## src/hdl/bed_pkg.sv

```systemverilog
// ----------------------------------------------------------------------------
// bed_pkg
// Shared sizes, function codes and types of the banded edit distance unit.
// ----------------------------------------------------------------------------
package bed_pkg;

    localparam int MAX_LEN   = 64;
    localparam int MAX_K     = 8;

    localparam int CHAR_W    = 8;
    localparam int FUNC_W    = 2;
    localparam int CFG_W     = 4;
    localparam int DIST_W    = 4;
    localparam int LEN_W     = $clog2(MAX_LEN + 1);
    localparam int ADDR_W    = $clog2(MAX_LEN);
    localparam int NUM_CELLS = 2 * MAX_K + 1;
    localparam int CIDX_W    = $clog2(NUM_CELLS);
    // band values saturate at k+1, a step adds one more
    localparam int VAL_W     = $clog2(MAX_K + 3);
    // last step index is len1 + len2 + MAX_K
    localparam int STEP_W    = $clog2(2 * MAX_LEN + MAX_K + 1);

    localparam logic [CFG_W-1:0] CFG_RESET = CFG_W'(1);

    typedef logic [FUNC_W-1:0] t_func;

    localparam t_func FUNC_APPEND_FIRST  = 2'd0;
    localparam t_func FUNC_APPEND_SECOND = 2'd1;
    localparam t_func FUNC_COMPARE       = 2'd2;

    typedef struct packed {
        logic              load;
        logic              active;
        logic [VAL_W-1:0]  cap;
    } t_cell_ctl;

    typedef struct packed {
        logic [DIST_W-1:0] distance;
        logic              over_threshold;
        logic              length_overflow;
    } t_res;

endpackage

```

## src/hdl/bed_if.sv

```systemverilog
// ----------------------------------------------------------------------------
// bed_if
// Request and result channels (valid/ready) of the edit distance unit.
// ----------------------------------------------------------------------------
interface bed_req_if;
    import bed_pkg::*;

    logic              valid;
    logic              ready;
    logic [FUNC_W-1:0] func;
    logic [CHAR_W-1:0] char_code;

    modport source (output valid, output func, output char_code, input ready);
    modport sink   (input valid, input func, input char_code, output ready);
endinterface

interface bed_res_if;
    import bed_pkg::*;

    logic              valid;
    logic              ready;
    logic [DIST_W-1:0] distance;
    logic              over_threshold;
    logic              length_overflow;

    modport source (output valid, output distance, output over_threshold,
                    output length_overflow, input ready);
    modport sink   (input valid, input distance, input over_threshold,
                    input length_overflow, output ready);
endinterface

```

## src/hdl/banded_edit_distance_threshold_unit.sv

```systemverilog
// ----------------------------------------------------------------------------
// banded_edit_distance_threshold_unit
// Thresholded Levenshtein distance of two byte strings on a systolic band.
// ----------------------------------------------------------------------------
// Usage:
//   i_req carries one request: func 0 appends char_code to the first string,
//   func 1 to the second, func 2 compares the two and clears them, func 3 is
//   dropped. o_res returns one result per compare request.
//   i_cfg_wr_en / i_cfg_wr_data write max_distance (the limit k, reset 1);
//   write it only while no compare is in flight. k is clipped to MAX_K.
//   A character past MAX_LEN is dropped and reported as length_overflow on
//   the next result.
//   A compare steps the band from step 0 to len1 + len2 + MAX_K, then
//   registers the result in the output register from the done state. A pair
//   whose lengths differ by more than k is rejected at once: it skips the
//   band and goes straight to the done state.
//   i_req.ready is low while a compare is in progress. Appends are still
//   taken while a result waits on a stalled o_res; a new compare then holds
//   its result until the output register is free.
//   Reset (synchronous, active low) empties both strings, clears the
//   overflow flag and the output valid, and sets k to 1.
// ----------------------------------------------------------------------------
module banded_edit_distance_threshold_unit (
    input  logic                      i_clk,
    input  logic                      i_rst_n,
    input  logic                      i_cfg_wr_en,
    input  logic [bed_pkg::CFG_W-1:0] i_cfg_wr_data,
    bed_req_if.sink                   i_req,
    bed_res_if.source                 o_res
);
    import bed_pkg::*;

    typedef enum logic [2:0] {
        ST_IDLE = 3'b001,
        ST_RUN  = 3'b010,
        ST_DONE = 3'b100
    } t_state;

    t_state             r_state,   n_state;
    logic [CFG_W-1:0]   r_max_dist, n_max_dist;
    logic [LEN_W-1:0]   r_len_a,   n_len_a;
    logic [LEN_W-1:0]   r_len_b,   n_len_b;
    logic               r_ovf,     n_ovf;
    logic [STEP_W-1:0]  r_step,    n_step;
    logic [STEP_W-1:0]  r_send,    n_send;
    logic [CIDX_W-1:0]  r_cstar,   n_cstar;
    logic               r_reject,  n_reject;
    logic               r_out_vld, n_out_vld;
    t_res               r_out,     n_out;

    logic [VAL_W-1:0]   w_k;
    logic [VAL_W-1:0]   w_cap;
    logic               w_req_acc;
    logic               w_cmp_acc;
    logic               w_wr_a;
    logic               w_wr_b;
    logic [LEN_W-1:0]   w_diff;
    logic [STEP_W-1:0]  w_step_m1;
    logic [ADDR_W-1:0]  w_rd_addr;
    logic [CHAR_W-1:0]  w_q_a;
    logic [CHAR_W-1:0]  w_q_b;
    logic               w_handoff;
    logic [VAL_W-1:0]   w_final;

    logic [CHAR_W-1:0]  w_a_out [NUM_CELLS];
    logic [CHAR_W-1:0]  w_b_out [NUM_CELLS];
    logic [VAL_W-1:0]   w_val   [NUM_CELLS];

    // effective limit and the saturation value of the band
    assign w_k   = (r_max_dist > CFG_W'(MAX_K)) ? VAL_W'(MAX_K) : VAL_W'(r_max_dist);
    assign w_cap = w_k + VAL_W'(1);

    assign i_req.ready = (r_state == ST_IDLE);
    assign w_req_acc   = i_req.valid && i_req.ready;
    assign w_cmp_acc   = w_req_acc && (i_req.func == FUNC_COMPARE);
    assign w_wr_a      = w_req_acc && (i_req.func == FUNC_APPEND_FIRST)
                         && (r_len_a < LEN_W'(MAX_LEN));
    assign w_wr_b      = w_req_acc && (i_req.func == FUNC_APPEND_SECOND)
                         && (r_len_b < LEN_W'(MAX_LEN));

    assign w_diff = (r_len_a > r_len_b) ? r_len_a - r_len_b : r_len_b - r_len_a;

    // Step s is anti-diagonal t = s - MAX_K. Both strings are read at the
    // same index: the bottom cell consumes the first string, the top cell
    // the second; the read address at step s is (s - 1) / 2.
    assign w_step_m1 = r_step - STEP_W'(1);
    assign w_rd_addr = w_step_m1[ADDR_W:1];

    bed_ram #(.WIDTH(CHAR_W), .DEPTH(MAX_LEN)) u_ram_a (
        .i_clk     (i_clk),
        .i_wr_en   (w_wr_a),
        .i_wr_addr (r_len_a[ADDR_W-1:0]),
        .i_wr_data (i_req.char_code),
        .i_rd_addr (w_rd_addr),
        .o_rd_data (w_q_a)
    );

    bed_ram #(.WIDTH(CHAR_W), .DEPTH(MAX_LEN)) u_ram_b (
        .i_clk     (i_clk),
        .i_wr_en   (w_wr_b),
        .i_wr_addr (r_len_b[ADDR_W-1:0]),
        .i_wr_data (i_req.char_code),
        .i_rd_addr (w_rd_addr),
        .o_rd_data (w_q_b)
    );

    // Cell c works on diagonal d = c - MAX_K. It starts at |d| (the matrix
    // border, clipped to k + 1) and updates on steps of its own parity once
    // row and column are both past zero. First-string characters climb the
    // chain, second-string characters descend it.
    for (genvar c = 0; c < NUM_CELLS; c++) begin : g_cell
        localparam int OFFS  = (c >= MAX_K) ? c - MAX_K : MAX_K - c;
        localparam int START = OFFS + MAX_K + 2;
        localparam bit PAR   = (c % 2) != 0;

        t_cell_ctl         w_ctl;
        logic [VAL_W-1:0]  w_init;
        logic [CHAR_W-1:0] w_a_in;
        logic [CHAR_W-1:0] w_b_in;
        logic [VAL_W-1:0]  w_up;
        logic [VAL_W-1:0]  w_dn;

        assign w_init       = (VAL_W'(OFFS) > w_cap) ? w_cap : VAL_W'(OFFS);
        assign w_ctl.load   = w_cmp_acc;
        assign w_ctl.active = (r_state == ST_RUN) && (r_step[0] == PAR)
                              && (r_step >= STEP_W'(START));
        assign w_ctl.cap    = w_cap;

        if (c == 0) begin : g_lo
            assign w_a_in = w_q_a;
            assign w_dn   = w_cap;
        end else begin : g_lo_n
            assign w_a_in = w_a_out[c-1];
            assign w_dn   = w_val[c-1];
        end

        if (c == NUM_CELLS - 1) begin : g_hi
            assign w_b_in = w_q_b;
            assign w_up   = w_cap;
        end else begin : g_hi_n
            assign w_b_in = w_b_out[c+1];
            assign w_up   = w_val[c+1];
        end

        bed_cell u_cell (
            .i_clk  (i_clk),
            .i_ctl  (w_ctl),
            .i_init (w_init),
            .i_a    (w_a_in),
            .i_b    (w_b_in),
            .i_up   (w_up),
            .i_down (w_dn),
            .o_a    (w_a_out[c]),
            .o_b    (w_b_out[c]),
            .o_val  (w_val[c])
        );
    end

    assign w_final   = w_val[r_cstar];
    assign w_handoff = (r_state == ST_DONE) && (!r_out_vld || o_res.ready);

    always_comb begin
        n_state    = r_state;
        n_max_dist = r_max_dist;
        n_len_a    = r_len_a;
        n_len_b    = r_len_b;
        n_ovf      = r_ovf;
        n_step     = r_step;
        n_send     = r_send;
        n_cstar    = r_cstar;
        n_reject   = r_reject;
        n_out_vld  = r_out_vld;
        n_out      = r_out;

        if (i_cfg_wr_en) begin
            n_max_dist = i_cfg_wr_data;
        end

        if (r_out_vld && o_res.ready) begin
            n_out_vld = 1'b0;
        end

        case (r_state)
            ST_IDLE: begin
                if (w_req_acc) begin
                    case (i_req.func)
                        FUNC_APPEND_FIRST: begin
                            if (w_wr_a) begin
                                n_len_a = r_len_a + LEN_W'(1);
                            end else begin
                                n_ovf = 1'b1;
                            end
                        end
                        FUNC_APPEND_SECOND: begin
                            if (w_wr_b) begin
                                n_len_b = r_len_b + LEN_W'(1);
                            end else begin
                                n_ovf = 1'b1;
                            end
                        end
                        FUNC_COMPARE: begin
                            n_step   = '0;
                            n_send   = STEP_W'(r_len_a) + STEP_W'(r_len_b)
                                       + STEP_W'(MAX_K);
                            n_cstar  = CIDX_W'(STEP_W'(r_len_b) + STEP_W'(MAX_K)
                                       - STEP_W'(r_len_a));
                            n_reject = (w_diff > LEN_W'(w_k));
                            n_state  = (w_diff > LEN_W'(w_k)) ? ST_DONE : ST_RUN;
                        end
                        default: begin
                        end
                    endcase
                end
            end
            ST_RUN: begin
                n_step = r_step + STEP_W'(1);
                if (r_step == r_send) begin
                    n_state = ST_DONE;
                end
            end
            ST_DONE: begin
                if (w_handoff) begin
                    n_out_vld = 1'b1;
                    if (r_reject || (w_final > w_k)) begin
                        n_out.distance       = '0;
                        n_out.over_threshold = 1'b1;
                    end else begin
                        n_out.distance       = DIST_W'(w_final);
                        n_out.over_threshold = 1'b0;
                    end
                    n_out.length_overflow = r_ovf;
                    n_len_a = '0;
                    n_len_b = '0;
                    n_ovf   = 1'b0;
                    n_state = ST_IDLE;
                end
            end
            default: begin
                n_state = ST_IDLE;
            end
        endcase
    end

    always_ff @(posedge i_clk) begin
        if (!i_rst_n) begin
            r_state    <= ST_IDLE;
            r_max_dist <= CFG_RESET;
            r_len_a    <= '0;
            r_len_b    <= '0;
            r_ovf      <= 1'b0;
            r_step     <= '0;
            r_out_vld  <= 1'b0;
        end else begin
            r_state    <= n_state;
            r_max_dist <= n_max_dist;
            r_len_a    <= n_len_a;
            r_len_b    <= n_len_b;
            r_ovf      <= n_ovf;
            r_step     <= n_step;
            r_out_vld  <= n_out_vld;
        end
    end

    // payload of the compare in flight and of the output register
    always_ff @(posedge i_clk) begin
        r_send   <= n_send;
        r_cstar  <= n_cstar;
        r_reject <= n_reject;
        r_out    <= n_out;
    end

    assign o_res.valid           = r_out_vld;
    assign o_res.distance        = r_out.distance;
    assign o_res.over_threshold  = r_out.over_threshold;
    assign o_res.length_overflow = r_out.length_overflow;
endmodule

```

## src/hdl/bed_ram.sv

```systemverilog
// ----------------------------------------------------------------------------
// bed_ram
// Generic simple dual-port RAM, one write port, one registered read port.
// ----------------------------------------------------------------------------
module bed_ram #(
    parameter int WIDTH = 8,
    parameter int DEPTH = 64
) (
    input  logic                     i_clk,
    input  logic                     i_wr_en,
    input  logic [$clog2(DEPTH)-1:0] i_wr_addr,
    input  logic [WIDTH-1:0]         i_wr_data,
    input  logic [$clog2(DEPTH)-1:0] i_rd_addr,
    output logic [WIDTH-1:0]         o_rd_data
);
    logic [WIDTH-1:0] r_mem [DEPTH];
    logic [WIDTH-1:0] r_rd_data;

    always_ff @(posedge i_clk) begin
        if (i_wr_en) begin
            r_mem[i_wr_addr] <= i_wr_data;
        end
        r_rd_data <= r_mem[i_rd_addr];
    end

    assign o_rd_data = r_rd_data;
endmodule

```

## src/hdl/bed_cell.sv

```systemverilog
// ----------------------------------------------------------------------------
// bed_cell
// One diagonal of the band: holds its DP value, passes characters along.
// ----------------------------------------------------------------------------
module bed_cell (
    input  logic                       i_clk,
    input  bed_pkg::t_cell_ctl         i_ctl,
    input  logic [bed_pkg::VAL_W-1:0]  i_init,
    input  logic [bed_pkg::CHAR_W-1:0] i_a,
    input  logic [bed_pkg::CHAR_W-1:0] i_b,
    input  logic [bed_pkg::VAL_W-1:0]  i_up,
    input  logic [bed_pkg::VAL_W-1:0]  i_down,
    output logic [bed_pkg::CHAR_W-1:0] o_a,
    output logic [bed_pkg::CHAR_W-1:0] o_b,
    output logic [bed_pkg::VAL_W-1:0]  o_val
);
    import bed_pkg::*;

    logic [CHAR_W-1:0] r_a;
    logic [CHAR_W-1:0] r_b;
    logic [VAL_W-1:0]  r_val;
    logic [VAL_W-1:0]  n_val;
    logic [VAL_W-1:0]  w_sub;
    logic [VAL_W-1:0]  w_gap;
    logic [VAL_W-1:0]  w_best;

    // diagonal (substitute/match) against the two gap moves, clipped at cap
    always_comb begin
        w_sub  = r_val + ((i_a != i_b) ? VAL_W'(1) : VAL_W'(0));
        w_gap  = (i_up < i_down) ? i_up + VAL_W'(1) : i_down + VAL_W'(1);
        w_best = (w_sub < w_gap) ? w_sub : w_gap;
        if (w_best > i_ctl.cap) begin
            w_best = i_ctl.cap;
        end
        if (i_ctl.load) begin
            n_val = i_init;
        end else if (i_ctl.active) begin
            n_val = w_best;
        end else begin
            n_val = r_val;
        end
    end

    always_ff @(posedge i_clk) begin
        r_a   <= i_a;
        r_b   <= i_b;
        r_val <= n_val;
    end

    assign o_a   = r_a;
    assign o_b   = r_b;
    assign o_val = r_val;
endmodule
```

## src/flat_wrapper.sv

```systemverilog
// flat-port wrapper written by rule: the top's interface ports become plain ports
module banded_edit_distance_threshold_unit_flat import bed_pkg::*;
  (i_clk, i_rst_n, i_cfg_wr_en, i_cfg_wr_data, i_req_valid, i_req_func, i_req_char_code, i_req_ready, o_res_valid, o_res_distance, o_res_over_threshold, o_res_length_overflow, o_res_ready);
  bed_req_if i_req_i ();
  bed_res_if o_res_i ();
  input  logic i_clk;
  input  logic i_rst_n;
  input  logic i_cfg_wr_en;
  input  logic [bed_pkg::CFG_W-1:0] i_cfg_wr_data;
  input wire logic [$bits(i_req_i.valid)-1:0] i_req_valid;
  input wire logic [$bits(i_req_i.func)-1:0] i_req_func;
  input wire logic [$bits(i_req_i.char_code)-1:0] i_req_char_code;
  output wire logic [$bits(i_req_i.ready)-1:0] i_req_ready;
  output wire logic [$bits(o_res_i.valid)-1:0] o_res_valid;
  output wire logic [$bits(o_res_i.distance)-1:0] o_res_distance;
  output wire logic [$bits(o_res_i.over_threshold)-1:0] o_res_over_threshold;
  output wire logic [$bits(o_res_i.length_overflow)-1:0] o_res_length_overflow;
  input wire logic [$bits(o_res_i.ready)-1:0] o_res_ready;
  assign i_req_i.valid = i_req_valid;
  assign i_req_i.func = i_req_func;
  assign i_req_i.char_code = i_req_char_code;
  assign i_req_ready = i_req_i.ready;
  assign o_res_valid = o_res_i.valid;
  assign o_res_distance = o_res_i.distance;
  assign o_res_over_threshold = o_res_i.over_threshold;
  assign o_res_length_overflow = o_res_i.length_overflow;
  assign o_res_i.ready = o_res_ready;
  banded_edit_distance_threshold_unit u_core (.i_clk(i_clk), .i_rst_n(i_rst_n), .i_cfg_wr_en(i_cfg_wr_en), .i_cfg_wr_data(i_cfg_wr_data), .i_req(i_req_i), .o_res(o_res_i));
endmodule
```

## config.mk

```make
export PLATFORM = sky130hd
export DESIGN_NAME = banded_edit_distance_threshold_unit_flat
export DESIGN_NICKNAME = d
export VERILOG_FILES = /design/src/hdl/bed_pkg.sv /design/src/hdl/bed_if.sv /design/src/hdl/banded_edit_distance_threshold_unit.sv /design/src/hdl/bed_ram.sv /design/src/hdl/bed_cell.sv /design/src/flat_wrapper.sv
export SDC_FILE = /design/constraint.sdc
export NUM_CORES = 2
export LEC_CHECK = 0
export BUFFER_PORTS_ARGS = -buffer_cell sky130_fd_sc_hd__buf_2
export CORE_AREA = 2 2 385 292
export DETAILED_ROUTE_END_ITERATION = 12
export DIE_AREA = 0 0 387 294
export PLACE_DENSITY = 0.68
export SYNTH_ARGS = -nofsm -noshare
export SYNTH_HDL_FRONTEND = slang
export SYNTH_SLANG_ARGS = --single-unit
```

## constraint.sdc

```tcl
create_clock -name i_clk -period 9.6 [get_ports i_clk]
set_input_delay 0.96 -clock i_clk [delete_from_list [all_inputs] [get_ports i_clk]]
set_output_delay 0.96 -clock i_clk [all_outputs]
set_load 0.01 [all_outputs]
```

After elaboration in Yosys (flattened, before gate mapping)
Memory sizes are Yosys's and may differ from the RTL's. A register that Yosys moved wholly into a read port is not among the register bits.
Cells that the tools add are included.
{"block": "classes", "addsub": 46, "multipliers": 0, "n_div": 0, "magnitude_cmp": 76, "eq_ne": 34, "shifts": 0, "n_mux": 148, "n_bitwise": 2, "reduce_logical": 41}
{"op": "2-to-1 mux 4 bit", "n": 97}
{"op": "< comparator 4 bit", "n": 34}
{"op": "inequality test 8 bit", "n": 17}
{"op": "adder 4 x 1 -> 4 bit (second input constant)", "n": 19}
{"op": "> comparator 4 bit", "n": 18}
{"op": "adder 4 x 1 -> 4 bit", "n": 17}
{"op": "2-to-1 mux 7 bit", "n": 8}
{"op": ">= comparator 8 x 4 -> 1 bit (second input constant)", "n": 6}
{"op": "2-to-1 mux 1 bit", "n": 29}
{"op": "one-hot mux 7 bit (2 select lines)", "n": 2}
{"op": ">= comparator 8 x 5 -> 1 bit (second input constant)", "n": 3}
{"op": "nonzero test 2 bit", "n": 11}
{"op": "binary-select mux 4 bit (select 5 bit)", "n": 1}
{"op": "logical AND 1 bit", "n": 19}
{"op": "> comparator 3 x 4 -> 1 bit (first input constant)", "n": 4}
{"op": "2-to-1 mux 8 bit", "n": 2}
{"op": "one-hot mux 8 bit (2 select lines)", "n": 1}
{"op": "2-to-1 mux 3 bit", "n": 5}
{"op": "adder 7 x 1 -> 7 bit (second input constant)", "n": 2}
{"op": "< comparator 7 bit (second input constant)", "n": 2}
{"op": "inequality test 2 bit (second input constant)", "n": 7}
{"op": "subtractor 7 bit", "n": 2}
{"op": "AND reduction 5 bit", "n": 2}
{"op": "inequality test 3 bit (second input constant)", "n": 3}
{"op": "other kinds (31)", "n": 36}
{"block": "word_totals", "reg_bits": 375, "latch_bits": 0, "ramBits": 1024, "rom_bits": 0, "input_bits": 19, "out_inout_bits": 8, "wordCells": 411, "memories": 2}
{"name": "u_core.u_ram_a.r_mem", "words": 64, "width": 8, "rd": 1, "rd_clocked_by_memory_dff": 1, "wr": 1, "line": "bed_ram.sv:16", "rtl": "logic [WIDTH-1:0] r_mem [DEPTH];"}
{"name": "u_core.u_ram_b.r_mem", "words": 64, "width": 8, "rd": 1, "rd_clocked_by_memory_dff": 1, "wr": 1, "line": "bed_ram.sv:16"}

Longest topological paths before layout
{"block": "logic_depth", "ltp_word": 11, "depth_mapped": 29, "mapped_depth_nobuf": 26}

Modules after synthesis
A second synthesis with hierarchy kept.
{"block": "unflattened", "hier_cells": 4376, "hier_area_um2": 64878.5}
{"mod": "bed_ram at u_core.u_ram_b", "n_inst": 1, "cells_per_inst": 940, "area_each_um2": 20166.8, "seq_area_each_um2": 15534.9}
{"mod": "bed_ram at u_core.u_ram_a", "n_inst": 1, "cells_per_inst": 919, "area_each_um2": 20134.3, "seq_area_each_um2": 15534.9}
{"mod": "bed_cell at u_core.g_cell[0].u_cell ...", "n_inst": 16, "cells_per_inst": 121, "area_each_um2": 1193.6, "seq_area_each_um2": 440.4}
{"mod": "banded_edit_distance_threshold_unit", "n_inst": 1, "cells_per_inst": 462, "area_each_um2": 4310.4, "seq_area_each_um2": 1191.1}
{"mod": "bed_cell at u_core.g_cell[5].u_cell", "n_inst": 1, "cells_per_inst": 119, "area_each_um2": 1168.6, "seq_area_each_um2": 440.4}

Least setup slack after synthesis
Ideal clock, no wire load.
{"block": "synth_path", "path_type": "flip-flop to flip-flop", "startpoint": "register u_core.r_max_dist[3]", "endpoint": "register u_core.g_cell[16].u_cell.r_val[1] (data pin)", "setup_time_ns": 0.260, "t_arrival_ns": 5.722, "required_time_ns": 9.340, "setup_slack_ns": 3.618, "stages_incl_launch_ff": 29, "n_path_buf": 4, "synth_period_minus_slack_ns": 5.982, "path_cell_list": "dfxtp_1 > buf_2 > nor2b_2 > clkbuf_1 > ha_1 > xnor2_2 > inv_1 > clkbuf_1 > clkbuf_1 > ha_1 > o21ai_0 > nand2b_1 > a21oi_1 > nor2_1 > a21oi_1 > inv_1 > ha_1 > or4_1 > a21oi_1 > o21bai_1 > mux2_2 > ha_1 > nor2b_1 > o21a_1 > o21ai_0 > nand2_1 > a21oi_1 > o221ai_1 > mux2_2"}
{"block": "synth_between", "elab_chain_len": 11, "elab_cells_between_ends": 14, "classes_between": "2 x add/sub; 5 x order compare; 7 x mux"}
{"item": "from (decl)", "line": "banded_edit_distance_threshold_unit.sv:40", "rtl": "logic [CFG_W-1:0] r_max_dist, n_max_dist;"}
{"item": "from (signal assigned)", "line": "banded_edit_distance_threshold_unit.sv:255", "rtl": "r_max_dist <= n_max_dist;"}
{"item": "> comparator 4 bit", "line": "banded_edit_distance_threshold_unit.sv:70", "rtl": "assign w_k = (r_max_dist > CFG_W'(MAX_K)) ? VAL_W'(MAX_K) : VAL_W'(r_max_dist);"}
{"item": "2-to-1 mux 4 bit *", "line": "banded_edit_distance_threshold_unit.sv:70"}
{"item": "adder 4 x 1 -> 4 bit *", "line": "banded_edit_distance_threshold_unit.sv:71", "rtl": "assign w_cap = w_k + VAL_W'(1);"}
{"item": "adder 4 x 1 -> 4 bit / < comparator 4 bit (equally long branches)", "line": "bed_cell.sv:30", "rtl": "w_gap = (i_up < i_down) ? i_up + VAL_W'(1) : i_down + VAL_W'(1);"}
{"item": "2-to-1 mux 4 bit", "line": "bed_cell.sv:30"}
{"item": "< comparator 4 bit", "line": "bed_cell.sv:31", "rtl": "w_best = (w_sub < w_gap) ? w_sub : w_gap;"}
{"item": "2-to-1 mux 4 bit", "line": "bed_cell.sv:31"}
{"item": "> comparator 4 bit", "line": "bed_cell.sv:32", "rtl": "if (w_best > i_ctl.cap) begin"}
{"item": "2-to-1 mux 4 bit", "line": "bed_cell.sv:32"}
{"item": "2-to-1 mux 4 bit", "line": "bed_cell.sv:37", "rtl": "end else if (i_ctl.active) begin"}
{"item": "2-to-1 mux 4 bit *", "line": "bed_cell.sv:35", "rtl": "if (i_ctl.load) begin"}
{"item": "net u_core.g_cell[16].u_cell.n_val[1]", "line": "bed_cell.sv:22", "rtl": "logic [VAL_W-1:0] n_val;"}
{"item": "to (signal assigned)", "line": "bed_cell.sv:47", "rtl": "r_val <= n_val;"}
{"item": "to (decl)", "line": "bed_cell.sv:21", "rtl": "logic [VAL_W-1:0] r_val;"}
The timed path passes the listed nets; every way through them passes the cells marked *. The select of a mux whose other input is x is not followed.
A chain may end at the register's enable or synchronous reset.

Final worst setup path
Ends and elaborated chain as after synthesis.

==> metrics.txt <==
H-tree Lvls=4; Initial DRC Count=3,893; post-DR wirelength/cell=26.0 um; Max rail drop VDD=0.000149 V; cell area after layout=0.0675 sq mm; register area share after synthesis=0.644; synth top area cells=edfxtp_1 (54%), mux4_2 (13%), dfxtp_1 (9.9%); HP Class=flop to flop; Metal-1 WL=65,200 um; grt total ovfl=0; post-detail-place hpwl=roughly 90,000 um; first-pass GRT wire length=212,000 um; FFs w/ async S/R, synth=0; Post-Synthesis Cells=3,803; final setup vio count=0; Die Y=slightly below 300 um; RSZ-0062 raised after global routing=no; RePlAce Congestion=between 0.8 and 0.9; Placed Area=between 0.06 and 0.07 sq mm; Die W=387 um; pwr dens=212 mW/mm^2; Period minus WS final=6750 ps; setup total negative slack=0 ps; fin crit share=0.704; Crit Path Class=flop to flop; Clk Latency, worst-skew pair=between 700 and 800 ps; drt first pass iters=5; initial antenna violation count=7; drt via density=6.08; clock-pin slew on the worst setup and hold paths=70 ps; sw power=3730 uW; CP Launch Type=flop; Synth Area per Inst=16.1 sq um; sw frac=0.260; final cell count without fillers=5,444; Synth area leader=edfxtp_1; dpl cells=5,193; DR WL met2=59,800 um; combinational share of power=0.153; max-cap violations=0; vias=about 33,000; Pint=10,600 uW; Main synth FF type=edfxtp_1; uppermost layer routed=met5; Post-synth EDFFs=about 1,100; CTS Buf Count=roughly 140; Critical Path Sink Type=flop; WP data arrival=between 7000 and 8000 ps; FP Rows=106; status=finished, final reports clean; setup bufs post-CTS=0; Final ANT Viol Nets=0; I/O Pins=27; Initial Util=0.556; clock skew=35.6 ps; CTS tree=yes; pin count of the biggest net entering global routing=between 150 and 200; syn nets=4,096; Hold Vio Cnt, Final=0; worst slew pin tran=1230 ps; Hold-fix buffers, CTS=0; Max clock buf depth=3; Reg power frac=0.475; Tot GR Track Use=0.252; clk sinks=1,414; final WL=141,000 um; Met3 Wirelength=13,700 um; Yosys warning total=0; Rel. slew slack=0.172; Final nets=4,165; root buf cell=clkbuf_16; CTS resizes=0; fmax=0.148 GHz; FF+latch count, synth=1,414; die area=0.114 sq mm; required time of the critical path=about 10,000 ps; mapped cell area=a little over 0.06 sq mm; Synth cell types=93; Area growth syn-to-layout=10.3%; CP Max Fanout=31; number of global-route vias before repair=32,400; Pleak=0.0232 uW; Clock power frac=0.372; post-synth top area share=0.545; I/O Buffers=26; layout cell share with drive strength beyond 1=0.166; final core occ=0.613; Remaining DRCs=0; Max Slew Vio Count=0; core area=0.110 sq mm
final timing paths:
kind / startpoint / to / slack (ps) / cells after the start
max reg2reg: u_core.r_max_dist[3] / u_core.g_cell[16].u_cell.o_val[1] / 2850 / 26
min reg2reg: u_core.u_ram_a.o_rd_data[5] / u_core.g_cell[0].u_cell.o_a[5] / 350 / 0
max: u_core.r_max_dist[3] / u_core.g_cell[16].u_cell.o_val[1] / 2850 / 26
min: u_core.u_ram_a.o_rd_data[5] / u_core.g_cell[0].u_cell.o_a[5] / 350 / 0
synthesized netlist by cell type (7+ instances only):
cell and number:
or3_1 15, nor4_1 41, o211ai_1 8, a22oi_1 7, nand3_1 73, and3_1 9
a2111oi_0 11, nand2_1 106, or4_1 7, o21bai_1 9, clkbuf_1 101, buf_2 11
xnor2_1 70, o21a_1 12, nor2_1 294, edfxtp_1 1111, a21o_1 8, mux2i_1 119
nand2b_1 26, o21ai_0 83, inv_1 157, a31oi_1 11, a21oi_1 122, or2_2 13
o31ai_1 9, xor2_1 176, a211oi_1 28, mux2_2 22, nor2b_1 42, o22ai_1 8
buf_1 18, dfxtp_1 303, nor3_1 37, ha_1 268, mux4_2 340
flip-flops by register name, summed over array words and instances, names as in the netlist:
name and cells:
u_core.r_step 8, u_core.r_len_b 7, u_core.o_res.distance 4, u_core.r_len_a 7
u_core.r_cstar 5, u_core.u_ram_a.o_rd_data 8, u_core.r_ovf 1, u_core.r_state 3
u_core.u_ram_b.r_mem 512, u_core.r_send 7, u_core.o_res.over_threshold 1, u_core.u_ram_b.o_rd_data 8
u_core.g_cell.u_cell.o_b 128, u_core.o_res.length_overflow 1, u_core.u_ram_a.r_mem 512, u_core.r_max_dist 4
u_core.r_reject 1, u_core.o_res.valid 1, u_core.g_cell.u_cell.o_val 68, u_core.g_cell.u_cell.o_a 128
area by class of cell:
class	instances	area [sq um]
well taps	1458	1820
diodes	1	2.50
clock inverters	68	777
clock buffers	182	3680
inverters	163	613
repair buffers	63	465
multi-input cells	2095	20800
flip-flops and latches	1414	39400
fillers	8016	42700
cells by family after synthesis:
logic type      after synthesis  synth area share
simple gates                693            0.0531
fa+ha+maj                   281            0.0579
buf+inv                     294            0.0183
xor+xnor                    247            0.0355
flops                      1414             0.644
mux                         484             0.149
compound gates              390            0.0420
per-stage QoR:
stage	worst slack (ps)	power [uW]	hold WS, ps
final	2850	14400	355
after global routing	2390	14900	364
after CTS	2960	14400	349
after detailed placement	2960	9100	353
after global placement	3000	9070	352
after floorplan	3620	8540	349
power by group through the flow:
stage / registers [uW] / clock network, uW / logic, uW
CTS: 6810 / 5420 / 2170
global placement: 6950 / 0 / 2120
global route: 6820 / 5660 / 2470
detailed placement: 6950 / 0 / 2150
floorplan: 6900 / 0 / 1640
finish: 6820 / 5330 / 2200
worst max-delay path: stages (launching register included):
cell and delay [ps]:
dfxtp_1 510, clkinv_2 250, nand2_1 210, ha_1 160
buf_4 420, clkinv_1 550, ha_1 470, a21boi_0 120
o21ai_0 160, nand2b_1 70, a21oi_1 360, nor2_1 70
a21oi_1 210, inv_1 70, ha_1 200, or4_1 510
a21oi_1 160, o21bai_1 140, mux2_2 320, ha_1 290
nor2b_1 130, o21a_1 110, o21ai_0 70, nand2_1 90
a21oi_1 50, o221ai_1 430, mux2_2 400
metal layers:
metal  global-route usage  vias up
met2                0.351     1355
met4               0.0662        6
li1                     -    14900
met5                    0        -
met3               0.0666      179
met1                0.393    16700
layout by cell type, fill, tap and decap left out, types with 10 or more instances in the layout:
| cell type | n |
|---|---|
| edfxtp_1 | 1111 |
| mux4_2 | 340 |
| dfxtp_1 | 303 |
| nor2_1 | 294 |
| ha_1 | 267 |
| xor2_1 | 175 |
| inv_1 | 157 |
| clkbuf_16 | 136 |
| a21oi_1 | 122 |
| mux2i_1 | 119 |
| nand2_1 | 106 |
| o21ai_0 | 81 |
| nand3_1 | 73 |
| xnor2_1 | 66 |
| nor2b_1 | 42 |
| buf_4 | 42 |
| nor4_1 | 41 |
| nor3_1 | 37 |
| clkbuf_1 | 36 |
| a211oi_1 | 28 |
| clkinv_1 | 26 |
| nand2b_1 | 26 |
| mux2_2 | 22 |
| buf_2 | 18 |
| clkinv_2 | 17 |
| or3_1 | 15 |
| or2_2 | 13 |
| o21a_1 | 12 |
| a2111oi_0 | 11 |
| a31oi_1 | 11 |
| clkbuf_8 | 10 |
Power figures use the tool's default switching activity.
